===== config.mk =====
export PLATFORM = sky130hd
export DESIGN_NAME = rgb_window_hue_core
export DESIGN_NICKNAME = d
export VERILOG_FILES = /design/src/hw/rtl/rwh_pkg.sv /design/src/hw/rtl/rwh_front.sv /design/src/hw/rtl/rwh_queue.sv /design/src/hw/rtl/rwh_back.sv /design/src/hw/rtl/rgb_window_hue_core.sv
export SDC_FILE = /design/constraint.sdc
export NUM_CORES = 2
export LEC_CHECK = 0
export BUFFER_PORTS_ARGS = -buffer_cell sky130_fd_sc_hd__buf_2
export CORE_ASPECT_RATIO = 0.9
export CORE_MARGIN = 5
export CORE_UTILIZATION = 40
export CTS_BUF_LIST = sky130_fd_sc_hd__clkbuf_4 sky130_fd_sc_hd__clkbuf_8 sky130_fd_sc_hd__clkbuf_16
export CTS_CLUSTER_DIAMETER = 150
export DETAILED_ROUTE_END_ITERATION = 8
export GPL_TIMING_DRIVEN = 0
export HOLD_SLACK_MARGIN = 0.08
export SYNTH_ARGS = -nofsm -noshare
export SYNTH_HDL_FRONTEND = slang
export SYNTH_SLANG_ARGS = --single-unit

===== constraint.sdc =====
create_clock -name clk -period 16.7 [get_ports clk]
set_input_delay 0.835 -clock clk [delete_from_list [all_inputs] [get_ports clk]]
set_output_delay 0.835 -clock clk [all_outputs]
set_load 0.005 [all_outputs]

===== src/hw/rtl/rwh_pkg.sv =====
// Shared types, constants and the arctangent table of the window hue block.
`default_nettype none
package rwh_pkg;

  localparam int SUM_W = 20;
  localparam logic [SUM_W-1:0] SUM_MAX = 20'hFFFFF;

  // Datapath widths of the vectoring rotator: x and y in Q16, angle in degrees Q16.
  localparam int CW = 41;
  localparam int ZW = 26;
  localparam int HUE_W = 9;

  localparam logic signed [17:0] SQRT3_Q16 = 18'sd113512;
  localparam logic signed [ZW-1:0] ANGLE_90 = 26'sd5898240;
  localparam logic signed [ZW-1:0] ANGLE_180 = 26'sd11796480;
  localparam logic [ZW-17:0] HUE_LIMIT = 10'd180;

  localparam int QDEPTH = 2;

  // Configuration register indexes.
  localparam int CFG_IDX_W = 8;
  localparam logic [CFG_IDX_W-1:0] REG_WINDOW_LEFT = 8'd0;
  localparam logic [CFG_IDX_W-1:0] REG_WINDOW_TOP = 8'd1;
  localparam logic [CFG_IDX_W-1:0] REG_WINDOW_WIDTH = 8'd2;
  localparam logic [CFG_IDX_W-1:0] REG_WINDOW_HEIGHT = 8'd3;

  typedef struct packed {
    logic [SUM_W-1:0] red;
    logic [SUM_W-1:0] green;
    logic [SUM_W-1:0] blue;
  } sums_t;

  typedef struct packed {
    logic full;
    logic empty;
  } q_status_t;

  typedef enum logic [2:0] {
    ST_IDLE,
    ST_SETUP,
    ST_CLASSIFY,
    ST_ROTATE,
    ST_FINISH
  } back_state_t;

  // atan(2^-i) in degrees, Q16.
  function automatic logic [21:0] atan_deg(input logic [4:0] idx);
    logic [21:0] v;
    case (idx)
      5'd0:  v = 22'd2949120;
      5'd1:  v = 22'd1740967;
      5'd2:  v = 22'd919879;
      5'd3:  v = 22'd466945;
      5'd4:  v = 22'd234379;
      5'd5:  v = 22'd117304;
      5'd6:  v = 22'd58666;
      5'd7:  v = 22'd29335;
      5'd8:  v = 22'd14668;
      5'd9:  v = 22'd7334;
      5'd10: v = 22'd3667;
      5'd11: v = 22'd1833;
      5'd12: v = 22'd917;
      5'd13: v = 22'd458;
      5'd14: v = 22'd229;
      5'd15: v = 22'd115;
      5'd16: v = 22'd57;
      5'd17: v = 22'd29;
      5'd18: v = 22'd14;
      5'd19: v = 22'd7;
      5'd20: v = 22'd4;
      5'd21: v = 22'd2;
      5'd22: v = 22'd1;
      default: v = 22'd0;
    endcase
    return v;
  endfunction

endpackage
`default_nettype wire


===== src/hw/rtl/rwh_front.sv =====
// Pixel intake: window registers, window test and saturating accumulators.
`default_nettype none
module rwh_front #(
  parameter int COMPONENT_BITS = 8
) (
  input  wire logic                             clk,
  input  wire logic                             rst,
  input  wire logic                             in_valid,
  output logic                                  in_ready,
  input  wire logic [9:0]                       pixel_x,
  input  wire logic [9:0]                       pixel_y,
  input  wire logic [7:0]                       red_value,
  input  wire logic [7:0]                       green_value,
  input  wire logic [7:0]                       blue_value,
  input  wire logic                             frame_last,
  input  wire logic                             cfg_valid,
  output logic                                  cfg_ready,
  input  wire logic [rwh_pkg::CFG_IDX_W-1:0]    cfg_index,
  input  wire logic [9:0]                       cfg_data,
  input  wire rwh_pkg::q_status_t               q_status,
  output logic                                  push,
  output rwh_pkg::sums_t                        push_data
);

  localparam logic [7:0] CMASK = 8'((1 << COMPONENT_BITS) - 1);

  logic [9:0] window_left, window_top;
  logic [6:0] window_width, window_height;
  logic [rwh_pkg::SUM_W-1:0] red_acc, green_acc, blue_acc;
  logic [rwh_pkg::SUM_W-1:0] red_next, green_next, blue_next;
  logic [10:0] col_end, row_end;
  logic in_window, accept;

  assign cfg_ready = 1'b1;
  assign in_ready = !q_status.full;
  assign accept = in_valid && in_ready;

  always_ff @(posedge clk) begin
    if (rst) begin
      window_left <= 10'd310;
      window_top <= 10'd230;
      window_width <= 7'd20;
      window_height <= 7'd20;
    end else if (cfg_valid) begin
      unique case (cfg_index)
        rwh_pkg::REG_WINDOW_LEFT:   window_left <= cfg_data;
        rwh_pkg::REG_WINDOW_TOP:    window_top <= cfg_data;
        rwh_pkg::REG_WINDOW_WIDTH:  window_width <= cfg_data[6:0];
        rwh_pkg::REG_WINDOW_HEIGHT: window_height <= cfg_data[6:0];
        default: ;
      endcase
    end
  end

  function automatic logic [rwh_pkg::SUM_W-1:0] sat_add(
    input logic [rwh_pkg::SUM_W-1:0] acc,
    input logic [7:0] v
  );
    logic [rwh_pkg::SUM_W:0] s;
    s = {1'b0, acc} + {{(rwh_pkg::SUM_W - 7){1'b0}}, v};
    return s[rwh_pkg::SUM_W] ? rwh_pkg::SUM_MAX : s[rwh_pkg::SUM_W-1:0];
  endfunction

  always_comb begin
    col_end = {1'b0, window_left} + {4'b0, window_width};
    row_end = {1'b0, window_top} + {4'b0, window_height};
    in_window = ({1'b0, pixel_x} >= {1'b0, window_left}) && ({1'b0, pixel_x} < col_end) &&
                ({1'b0, pixel_y} >= {1'b0, window_top}) && ({1'b0, pixel_y} < row_end);
    red_next = red_acc;
    green_next = green_acc;
    blue_next = blue_acc;
    if (in_window) begin
      red_next = sat_add(red_acc, red_value & CMASK);
      green_next = sat_add(green_acc, green_value & CMASK);
      blue_next = sat_add(blue_acc, blue_value & CMASK);
    end
  end

  assign push = accept && frame_last;
  assign push_data = '{red: red_next, green: green_next, blue: blue_next};

  always_ff @(posedge clk) begin
    if (rst) begin
      red_acc <= '0;
      green_acc <= '0;
      blue_acc <= '0;
    end else if (accept) begin
      if (frame_last) begin
        red_acc <= '0;
        green_acc <= '0;
        blue_acc <= '0;
      end else begin
        red_acc <= red_next;
        green_acc <= green_next;
        blue_acc <= blue_next;
      end
    end
  end

endmodule
`default_nettype wire


===== src/hw/rtl/rwh_queue.sv =====
// Two-entry queue of frame sums between the pixel intake and the hue engine.
`default_nettype none
module rwh_queue (
  input  wire logic               clk,
  input  wire logic               rst,
  input  wire logic               push,
  input  wire rwh_pkg::sums_t     push_data,
  input  wire logic               pop,
  output rwh_pkg::sums_t          head,
  output rwh_pkg::q_status_t      status
);

  localparam int PW = $clog2(rwh_pkg::QDEPTH);

  rwh_pkg::sums_t entry [rwh_pkg::QDEPTH];
  logic [PW-1:0] wr_ptr, rd_ptr;
  logic [PW:0] count;

  assign head = entry[rd_ptr];
  assign status.full = (count == (PW + 1)'(rwh_pkg::QDEPTH));
  assign status.empty = (count == '0);

  always_ff @(posedge clk) begin
    if (push) begin
      entry[wr_ptr] <= push_data;
    end
  end

  always_ff @(posedge clk) begin
    if (rst) begin
      wr_ptr <= '0;
      rd_ptr <= '0;
      count <= '0;
    end else begin
      if (push) wr_ptr <= wr_ptr + 1'b1;
      if (pop) rd_ptr <= rd_ptr + 1'b1;
      case ({push, pop})
        2'b10: count <= count + 1'b1;
        2'b01: count <= count - 1'b1;
        default: ;
      endcase
    end
  end

endmodule
`default_nettype wire


===== src/hw/rtl/rwh_back.sv =====
// Hue engine: gray test, iterative vectoring rotator and the result register.
`default_nettype none
module rwh_back #(
  parameter int CORDIC_STEPS = 16
) (
  input  wire logic                                  clk,
  input  wire logic                                  rst,
  input  wire rwh_pkg::sums_t                        head,
  input  wire rwh_pkg::q_status_t                    q_status,
  output logic                                       pop,
  output logic                                       out_valid,
  input  wire logic                                  out_ready,
  output logic                                       is_gray,
  output logic signed [rwh_pkg::HUE_W-1:0]           hue_degrees,
  output logic [rwh_pkg::SUM_W-1:0]                  red_total,
  output logic [rwh_pkg::SUM_W-1:0]                  green_total,
  output logic [rwh_pkg::SUM_W-1:0]                  blue_total
);

  localparam int STEP_W = $clog2(CORDIC_STEPS);
  localparam int CW = rwh_pkg::CW;
  localparam int ZW = rwh_pkg::ZW;

  rwh_pkg::back_state_t state, state_next;
  rwh_pkg::sums_t sums;
  logic gray;
  logic signed [CW-1:0] x, y, sx, sy;
  logic signed [ZW-1:0] z, zmag;
  logic [STEP_W-1:0] step;
  logic last_step, slot_free, load_out;
  logic signed [21:0] diff_gb;
  logic signed [22:0] diff_y;
  logic signed [39:0] prod;
  logic [ZW-17:0] tmag, tclamp;
  logic signed [ZW-16:0] tsigned;

  assign slot_free = !out_valid || out_ready;
  assign last_step = (step == STEP_W'(CORDIC_STEPS - 1));

  always_ff @(posedge clk) begin
    if (rst) state <= rwh_pkg::ST_IDLE;
    else state <= state_next;
  end

  always_comb begin
    state_next = state;
    pop = 1'b0;
    load_out = 1'b0;
    unique case (state)
      rwh_pkg::ST_IDLE: begin
        if (!q_status.empty) begin
          pop = 1'b1;
          state_next = rwh_pkg::ST_SETUP;
        end
      end
      rwh_pkg::ST_SETUP: state_next = rwh_pkg::ST_CLASSIFY;
      rwh_pkg::ST_CLASSIFY: begin
        if (gray || x == '0 || y == '0) state_next = rwh_pkg::ST_FINISH;
        else state_next = rwh_pkg::ST_ROTATE;
      end
      rwh_pkg::ST_ROTATE: begin
        if (last_step) state_next = rwh_pkg::ST_FINISH;
      end
      rwh_pkg::ST_FINISH: begin
        if (slot_free) begin
          load_out = 1'b1;
          state_next = rwh_pkg::ST_IDLE;
        end
      end
      default: state_next = rwh_pkg::ST_IDLE;
    endcase
  end

  // Setup arithmetic: x = sqrt3*(g-b), y = (2r-g-b) in Q16.
  always_comb begin
    diff_gb = $signed({2'b0, sums.green}) - $signed({2'b0, sums.blue});
    diff_y = $signed({2'b0, sums.red, 1'b0}) - $signed({3'b0, sums.green}) -
             $signed({3'b0, sums.blue});
    prod = diff_gb * rwh_pkg::SQRT3_Q16;
    sx = x >>> step;
    sy = y >>> step;
  end

  // Truncate the angle toward zero and clamp it.
  always_comb begin
    zmag = z[ZW-1] ? -z : z;
    tmag = zmag[ZW-1:16];
    tclamp = (tmag > rwh_pkg::HUE_LIMIT) ? rwh_pkg::HUE_LIMIT : tmag;
    tsigned = z[ZW-1] ? -$signed({1'b0, tclamp}) : $signed({1'b0, tclamp});
  end

  always_ff @(posedge clk) begin
    unique case (state)
      rwh_pkg::ST_IDLE: begin
        if (pop) sums <= head;
      end
      rwh_pkg::ST_SETUP: begin
        x <= CW'(prod);
        y <= {{(CW - 39){diff_y[22]}}, diff_y, 16'b0};
        gray <= (sums.red == sums.green) && (sums.green == sums.blue);
      end
      rwh_pkg::ST_CLASSIFY: begin
        step <= '0;
        if (gray) begin
          z <= '0;
        end else if (x == '0) begin
          z <= y[CW-1] ? -rwh_pkg::ANGLE_90 : rwh_pkg::ANGLE_90;
        end else if (y == '0) begin
          z <= x[CW-1] ? rwh_pkg::ANGLE_180 : '0;
        end else if (x[CW-1]) begin
          // Left half-plane: fold the vector over and start from +/-180.
          x <= -x;
          y <= -y;
          z <= y[CW-1] ? -rwh_pkg::ANGLE_180 : rwh_pkg::ANGLE_180;
        end else begin
          z <= '0;
        end
      end
      rwh_pkg::ST_ROTATE: begin
        step <= step + 1'b1;
        if (!y[CW-1]) begin
          x <= x + sy;
          y <= y - sx;
          z <= z + $signed({4'b0, rwh_pkg::atan_deg(5'(step))});
        end else begin
          x <= x - sy;
          y <= y + sx;
          z <= z - $signed({4'b0, rwh_pkg::atan_deg(5'(step))});
        end
      end
      default: ;
    endcase
  end

  always_ff @(posedge clk) begin
    if (rst) begin
      out_valid <= 1'b0;
    end else if (load_out) begin
      out_valid <= 1'b1;
    end else if (out_ready) begin
      out_valid <= 1'b0;
    end
  end

  always_ff @(posedge clk) begin
    if (load_out) begin
      is_gray <= gray;
      hue_degrees <= tsigned[rwh_pkg::HUE_W-1:0];
      red_total <= sums.red;
      green_total <= sums.green;
      blue_total <= sums.blue;
    end
  end

`ifndef ASSERT_OFF
  a_gray_hue_zero: assert property (@(posedge clk) disable iff (rst)
    out_valid && is_gray |-> hue_degrees == '0)
    else $error("gray result carries a nonzero hue");

  a_hue_range: assert property (@(posedge clk) disable iff (rst)
    out_valid |-> (hue_degrees >= -9'sd180 && hue_degrees <= 9'sd180))
    else $error("hue outside -180..180");

  a_rotate_right_half: assert property (@(posedge clk) disable iff (rst)
    state == rwh_pkg::ST_ROTATE && step == '0 |-> !x[CW-1] && x != '0)
    else $error("rotation started outside the right half-plane");

  a_result_from_finish: assert property (@(posedge clk) disable iff (rst)
    $rose(out_valid) |-> $past(state) == rwh_pkg::ST_FINISH)
    else $error("result register loaded outside the finish step");
`endif

endmodule
`default_nettype wire


===== src/hw/rtl/rgb_window_hue_core.sv =====
// Top level of the window hue block: pixel intake, sums queue and hue engine.
`default_nettype none
// The block watches a raster pixel stream and sums the red, green and blue
// components of every pixel whose column and row fall inside a rectangle set by
// four configuration registers (left, top, width, height). Each sum saturates at
// 1048575. On the request that carries frame_last, that pixel is summed first and
// the three totals are handed to the hue engine while the accumulators clear, so
// the next frame starts from zero. The engine reports the totals, a
// gray flag (all three totals equal, hue then 0) and the hue
// atan2(2r-g-b, sqrt3*(g-b)) in whole degrees truncated toward zero, computed by a
// vectoring rotator with 16 fractional bits; it may be one degree off exact
// arithmetic near integer boundaries. Pixels are taken one per clock while in_ready
// is high. The engine works on one frame result at a time, one rotation step a
// cycle, and a two-entry queue holds frame totals ahead of it, so in_ready drops
// only when that queue is full. The result waits in an output register while the
// engine and the intake go on. Configuration writes are always taken and belong
// to idle periods between frames.
module rgb_window_hue_core #(
  parameter int COMPONENT_BITS = 8,
  parameter int CORDIC_STEPS = 16
) (
  input  wire logic                             clk,
  input  wire logic                             rst,
  input  wire logic                             in_valid,
  output logic                                  in_ready,
  input  wire logic [9:0]                       pixel_x,
  input  wire logic [9:0]                       pixel_y,
  input  wire logic [7:0]                       red_value,
  input  wire logic [7:0]                       green_value,
  input  wire logic [7:0]                       blue_value,
  input  wire logic                             frame_last,
  output logic                                  out_valid,
  input  wire logic                             out_ready,
  output logic                                  is_gray,
  output logic signed [8:0]                     hue_degrees,
  output logic [19:0]                           red_total,
  output logic [19:0]                           green_total,
  output logic [19:0]                           blue_total,
  input  wire logic                             cfg_valid,
  output logic                                  cfg_ready,
  input  wire logic [rwh_pkg::CFG_IDX_W-1:0]    cfg_index,
  input  wire logic [9:0]                       cfg_data
);

  rwh_pkg::q_status_t q_status;
  rwh_pkg::sums_t push_data, head;
  logic push, pop;

  // Intake: window test and accumulation at one pixel per clock while in_ready is high.
  rwh_front #(
    .COMPONENT_BITS(COMPONENT_BITS)
  ) u_front (
    .clk(clk),
    .rst(rst),
    .in_valid(in_valid),
    .in_ready(in_ready),
    .pixel_x(pixel_x),
    .pixel_y(pixel_y),
    .red_value(red_value),
    .green_value(green_value),
    .blue_value(blue_value),
    .frame_last(frame_last),
    .cfg_valid(cfg_valid),
    .cfg_ready(cfg_ready),
    .cfg_index(cfg_index),
    .cfg_data(cfg_data),
    .q_status(q_status),
    .push(push),
    .push_data(push_data)
  );

  // Frame totals wait here so that the intake stalls on the engine only when the queue is full.
  rwh_queue u_queue (
    .clk(clk),
    .rst(rst),
    .push(push),
    .push_data(push_data),
    .pop(pop),
    .head(head),
    .status(q_status)
  );

  // Hue engine and result register.
  rwh_back #(
    .CORDIC_STEPS(CORDIC_STEPS)
  ) u_back (
    .clk(clk),
    .rst(rst),
    .head(head),
    .q_status(q_status),
    .pop(pop),
    .out_valid(out_valid),
    .out_ready(out_ready),
    .is_gray(is_gray),
    .hue_degrees(hue_degrees),
    .red_total(red_total),
    .green_total(green_total),
    .blue_total(blue_total)
  );

endmodule
`default_nettype wire

# Word-level counts from Yosys, hierarchy flattened
# Memories as Yosys holds them, arrays and structs flattened. A register that Yosys moved wholly into a read port is not among the register bits.
# Cells that the tools add are included.
totals:
  out_inout_bits: 73
  mem_bits_rw: 120
  mem_bits_ro: 704
  word_cells: 159
  ff_bits: 285
  inputBits: 68
  mem_count: 3
classes:
  multipliers: 1
  n_addsub: 23
  n_reduce_logical: 28
  eq_ne: 20
  mux: 54
  shifts: 2
  n_lt_le_gt_ge: 5
memory_table:
  columns: ["name", "depth", "word_bits", "rd", "rd_ports_with_merged_regs", "wr", "line_no", "rtl"]
  rows:
  - ["(name not given)", 16, 22, 1, 1, 0, "rwh_pkg.sv:49", "case (idx)"]
  - ["(name not given)", 16, 22, 1, 1, 0, "rwh_pkg.sv:49", null]
  - ["u_queue.entry", 2, 60, 1, 1, 1, "rwh_queue.sv:15", "rwh_pkg::sums_t entry [rwh_pkg::QDEPTH];"]
op_table:
  columns: ["operator", "count"]
  rows:
  - ["2-to-1 mux 41 bit", 10]
  - ["one-hot mux 41 bit (3 select lines)", 2]
  - ["2-to-1 mux 26 bit", 8]
  - ["2-to-1 mux 20 bit", 9]
  - ["2-to-1 mux 22 bit", 4]
  - ["adder 41 bit", 2]
  - ["logical NOT 41 bit", 2]
  - ["negation 41 bit", 2]
  - [">>> shifter 41 x 4 -> 41 bit", 2]
  - ["subtractor 41 bit", 2]
  - ["adder 20 x 8 -> 21 bit", 3]
  - ["one-hot mux 26 bit (2 select lines)", 1]
  - ["== test 20 bit", 2]
  - ["multiplier 21 x 15 -> 36 bit, second input constant", 1]
  - ["adder 26 x 23 -> 26 bit", 1]
  - ["negation 26 bit", 1]
  - ["subtractor 26 x 23 -> 26 bit", 1]
  - ["2-to-1 mux 24 bit", 1]
  - ["subtractor 23 x 21 -> 23 bit", 1]
  - ["adder 10 x 7 -> 11 bit", 2]
  - ["less-than comparator 10 x 11 -> 1 bit", 2]
  - ["subtractor 21 x 20 -> 22 bit", 1]
  - ["subtractor 20 x 20 -> 21 bit", 1]
  - [">= comparator 10 bit", 2]
  - ["35 further kinds", 70]

# Logic depth before layout (Yosys ltp)
depth:
  depth_word: 7
  ltp_mapped: 35
  mapped_depth_nobuf: 34

# Hierarchy
# Synthesis repeated with hierarchy kept, for this count alone.
hier_totals:
  cells_unflattened: 4849
  area_unflattened_um2: 45492.4
modules_own_cells:
  columns: ["module", "cells_per_inst", "n_inst", "seq_area_each_um2", "area_per_inst_um2"]
  rows:
  - ["rwh_back", 3713, 1, 7817.5, 33731.1]
  - ["rwh_front", 927, 1, 1881.8, 7243.2]
  - ["rwh_queue", 209, 1, 3703.6, 4518.1]

# Least setup slack after synthesis
# Ideal clock, no wire load.
synth_timing:
  kind: "register -> register"
  from: "register u_back.sums[20] (netlist bit)"
  to: "register u_back.x[38] (data pin)"
  stages_incl_launch_ff: 35
  arrival_time_ns: 8.442
  required_time_ns: 16.425
  period_less_slack_ns: 8.717
  path_slack_ns: 7.983
  path_buffers: 0
  setup_time_ns: 0.275
  cell_sequence: "edfxtp_1 -> inv_1 -> ha_1 -> inv_1 -> fa_1 -> a21oi_1 -> o21ai_0 -> a2111oi_0 -> nor2_1 -> a21oi_1 -> o21ai_0 -> a21o_1 -> a21o_1 -> inv_1 -> ha_1 -> inv_1 -> fa_1 -> inv_1 -> fa_1 -> fa_1 -> fa_1 -> inv_1 -> fa_1 -> inv_1 -> ha_1 -> and3_1 -> and3_1 -> nand3_1 -> o22a_1 -> a21oi_1 -> a21oi_1 -> o31ai_1 -> xor2_1 -> nand2_1 -> o221ai_1"
synth_between:
  elab_chain_len: 3
synth_lines:
  columns: ["item", "line_no", "rtl"]
  rows:
  - ["start, declared", "rwh_back.sv:25", "rwh_pkg::sums_t sums;"]
  - ["start signal, assigned", "rwh_back.sv:95", "if (pop) sums <= head;"]
  - ["subtractor 20 x 20 -> 21 bit", "rwh_back.sv:76", "diff_gb = $signed({2'b0, sums.green}) - $signed({2'b0, sums.blue});"]
  - ["multiplier 21 x 15 -> 36 bit", "rwh_back.sv:79", "prod = diff_gb * rwh_pkg::SQRT3_Q16;"]
  - ["one-hot mux 41 bit (3 select lines)", "rwh_back.sv:93", "unique case (state)"]
  - ["end signal, assigned", "rwh_back.sv:98", "x <= CW'(prod);"]
  - ["end signal, assigned", "rwh_back.sv:112", "x <= -x;"]
  - ["end signal, assigned", "rwh_back.sv:122", "x <= x + sy;"]
  - ["end, declared", "rwh_back.sv:27", "logic signed [CW-1:0] x, y, sx, sy;"]
# Every way passes these cells.
# A chain may end at the register's enable or synchronous reset.

# Worst setup path in the final report
layout_timing:
  from: "register u_back.sums[20] (netlist bit)"
  to: "register u_back.x[40] (data pin)"
# Same word-level chain as after synthesis.

==> impl_metrics.ini <==
[status]
status = complete, no violations

[synthesis]
synth_area_mm2 = 0.0462
synth_enable_flop_cells = 363
synth_cells = 4963
ys_ff_latch = 487
yosysSeqAreaShare = 0.290
synth_cell_types = 104
synthFlopType = edfxtp_1
syn_avg_cell_area_um2 = 9.31
synth_area_leader_cell = edfxtp_1
ys_top_cells_by_area = edfxtp_1, ha_1, fa_1
async_reset_ff_frac = 0
synth_nets = 5567
synth_top_area_share = 0.236
synth_warnings = 0

[timing]
tightest_slew_ns = 1.45
fin_skew_ns = 0.0342
final.setup.tns_ns = 0
layout_min_cycle_time_ns = 10.46
setup_viol = 0
relSlewSlack = 0.0364
rsz0062_at_grt = no
min_period_over_period = 0.626
slew_viol_final = 0
max_freq_mhz = 95.6
finalHoldViolations = 0

[global_routing]
grt_pass1_vias = 38197
grt_use_total = 0.254
grt_max_degree = 61
antenna_found_initial = 7
grt_overflow = 0
grt_pass1_wl_um = 239000

[setup_path]
slowest_delay_ns = 0.58
crit_fanout = 15
cp.arrival_ns = 10.92
r2r_slack_ns = 6.24
slowest_stage = fa_1
cpMostUsedCell = inv_1
end_kind = flop
cp.required_ns = 17.16
start_kind = flop
critPathKind = reg2reg

[floorplanning]
dieWidth_um = 368
core_area_mm2 = 0.115
ios = 141
initial_utilization = 0.402
die-area_mm2 = 0.122
fp.dieH_um = 332
rows = 118

[place]
dp_hpwl_um = 128000
gp_congestion = 0.997
io_buffers = 136

[drt]
ant_nets = 0
wl_per_cell_um = 24.0
wirelength_um = 161000
drc = 0
drt_pass1_iterations = 6
vias_per_cell = 5.92
drtIter0Drc = 4380
vias = 39777

[layout]
regArea_mm2 = 0.0134
mostFrequentLayoutCells = inv_1, ha_1, edfxtp_1, nor2_1, a21oi_1
area_delta_synth_final_pct = 10.3
n_fill_cell = 11250
multi_input_area_mm2 = 0.0302
nets = 5772
layout-drive-gt1-share = 0.104
final_common_cell = inv_1

[clocking]
insertion_delay_ns = 0.67
htreeDepth = 2
clockBufferDepth = 3
path_clk_slew_ns = 0.06
root_buffer = clkbuf_16
hold_buffers = 0
ctsResizeCount = 0
clock-sinks = 487
cts_buffers = 57
post-cts-setup-buffers = 0
cts_tree = yes

[flow_run]
cap_violations = 0

[worst_hold_path]
hold_path.class = in2reg
## through the flow
step                      hold slack, ns  cell area [um^2]  setup WS [ns]   util  std cells
after floorplan                    0.426             46200           7.98      -       4963
after global placement             0.439             48700           5.39  0.424       6599
after detailed placement           0.434             49000           6.29  0.426       6609
after CTS                          0.384             51000           6.18  0.444       6716
after global routing               0.417             51000           5.58  0.444       6716
final                              0.432             51000           6.24  0.444       6718
## final timing paths
path | start | to | depth (start not counted)
setup / recovery | u_back.sums[20] | u_back.x[40] | 35
hold / removal | cfg_data[2] | u_front.window_left[2] | 2
setup reg to reg | u_back.sums[20] | u_back.x[40] | 35
hold reg to reg | u_back.sums[7] | u_back.blue_total[7] | 0
## state kept, by name, summed over array words and instances, names as in the netlist, 10 cells and up, named ones only
signal               flops
u_front.window_top      10
u_front.red_acc         20
u_back.y                41
u_back.red_total        20
u_back.blue_total       20
u_back.z                26
u_front.window_left     10
u_back.x                41
u_back.green_total      20
u_back.sums             60
u_queue.entry          120
u_front.green_acc       20
u_front.blue_acc        20
## kinds of logic after synthesis
kind of cell,after synthesis,synth area share
and+or+nand+nor,1300,0.137
AOI/OAI and AO/OA,1258,0.177
buffers and inverters,663,0.0570
adders and majority gates,536,0.172
DFF,487,0.290
xor gates and xnor gates,424,0.0807
muxes,294,0.0868
other,1,0.0000812
## synthesized netlist by cell type (all sizes together), types with 13 or more instances
cell type and instances:
clkbuf 157, o21bai 29, mux2 121, a211o 25
nor4 45, a22oi 30, fa 162, a21o 145
mux2i 102, o21ai 242, a21boi 17, buf 72
dfxtp 124, o22ai 20, or3 27, ha 374
a211oi 38, o211ai 26, xor2 173, a31oi 81
nor2 363, and3 52, and2 32, nor3 113
a221oi 22, o21a 50, edfxtp 363, o41ai 14
or2 22, nand3 73, inv 432, and4 13
a21oi 352, nor3b 18, mux4 71, nand2b 51
nand4 41, nor2b 55, nand2 349, a22o 25
o31ai 20, xnor2 250
## area by class of cell
class,count,share of cell area
Antenna cell,2,0.0000982
Buffer,229,0.0197
Clock buffer,71,0.0312
Clock inverter,36,0.00781
Inverter,434,0.0320
Multi-Input combinational cell,3813,0.593
Sequential cell,487,0.263
Tap cell,1500,0.0368
Timing Repair Buffer,146,0.0170
## critical path: cells and delay by family (launching register included)
family / cells / cell delay (ns)
buf+inv: 8 / 1.15
flops: 1 / 0.49
simple gates: 5 / 0.89
compound gates: 12 / 3.58
fa+ha+maj: 9 / 3.85
xor+xnor: 1 / 0.28
## per-layer routing
layer | part of all wire | track usage | vias up
li1 | - | - | 18423
met1 | 0.43 | 0.350 | 19172
met2 | 0.43 | 0.391 | 1813
met3 | 0.087 | 0.0435 | 369
met4 | 0.052 | 0.117 | 0
met5 | 0 | 0 | -
Power is left out: the tool's default activity adds up to more than one toggle a clock period on the data nets, which glitch-free logic cannot reach.
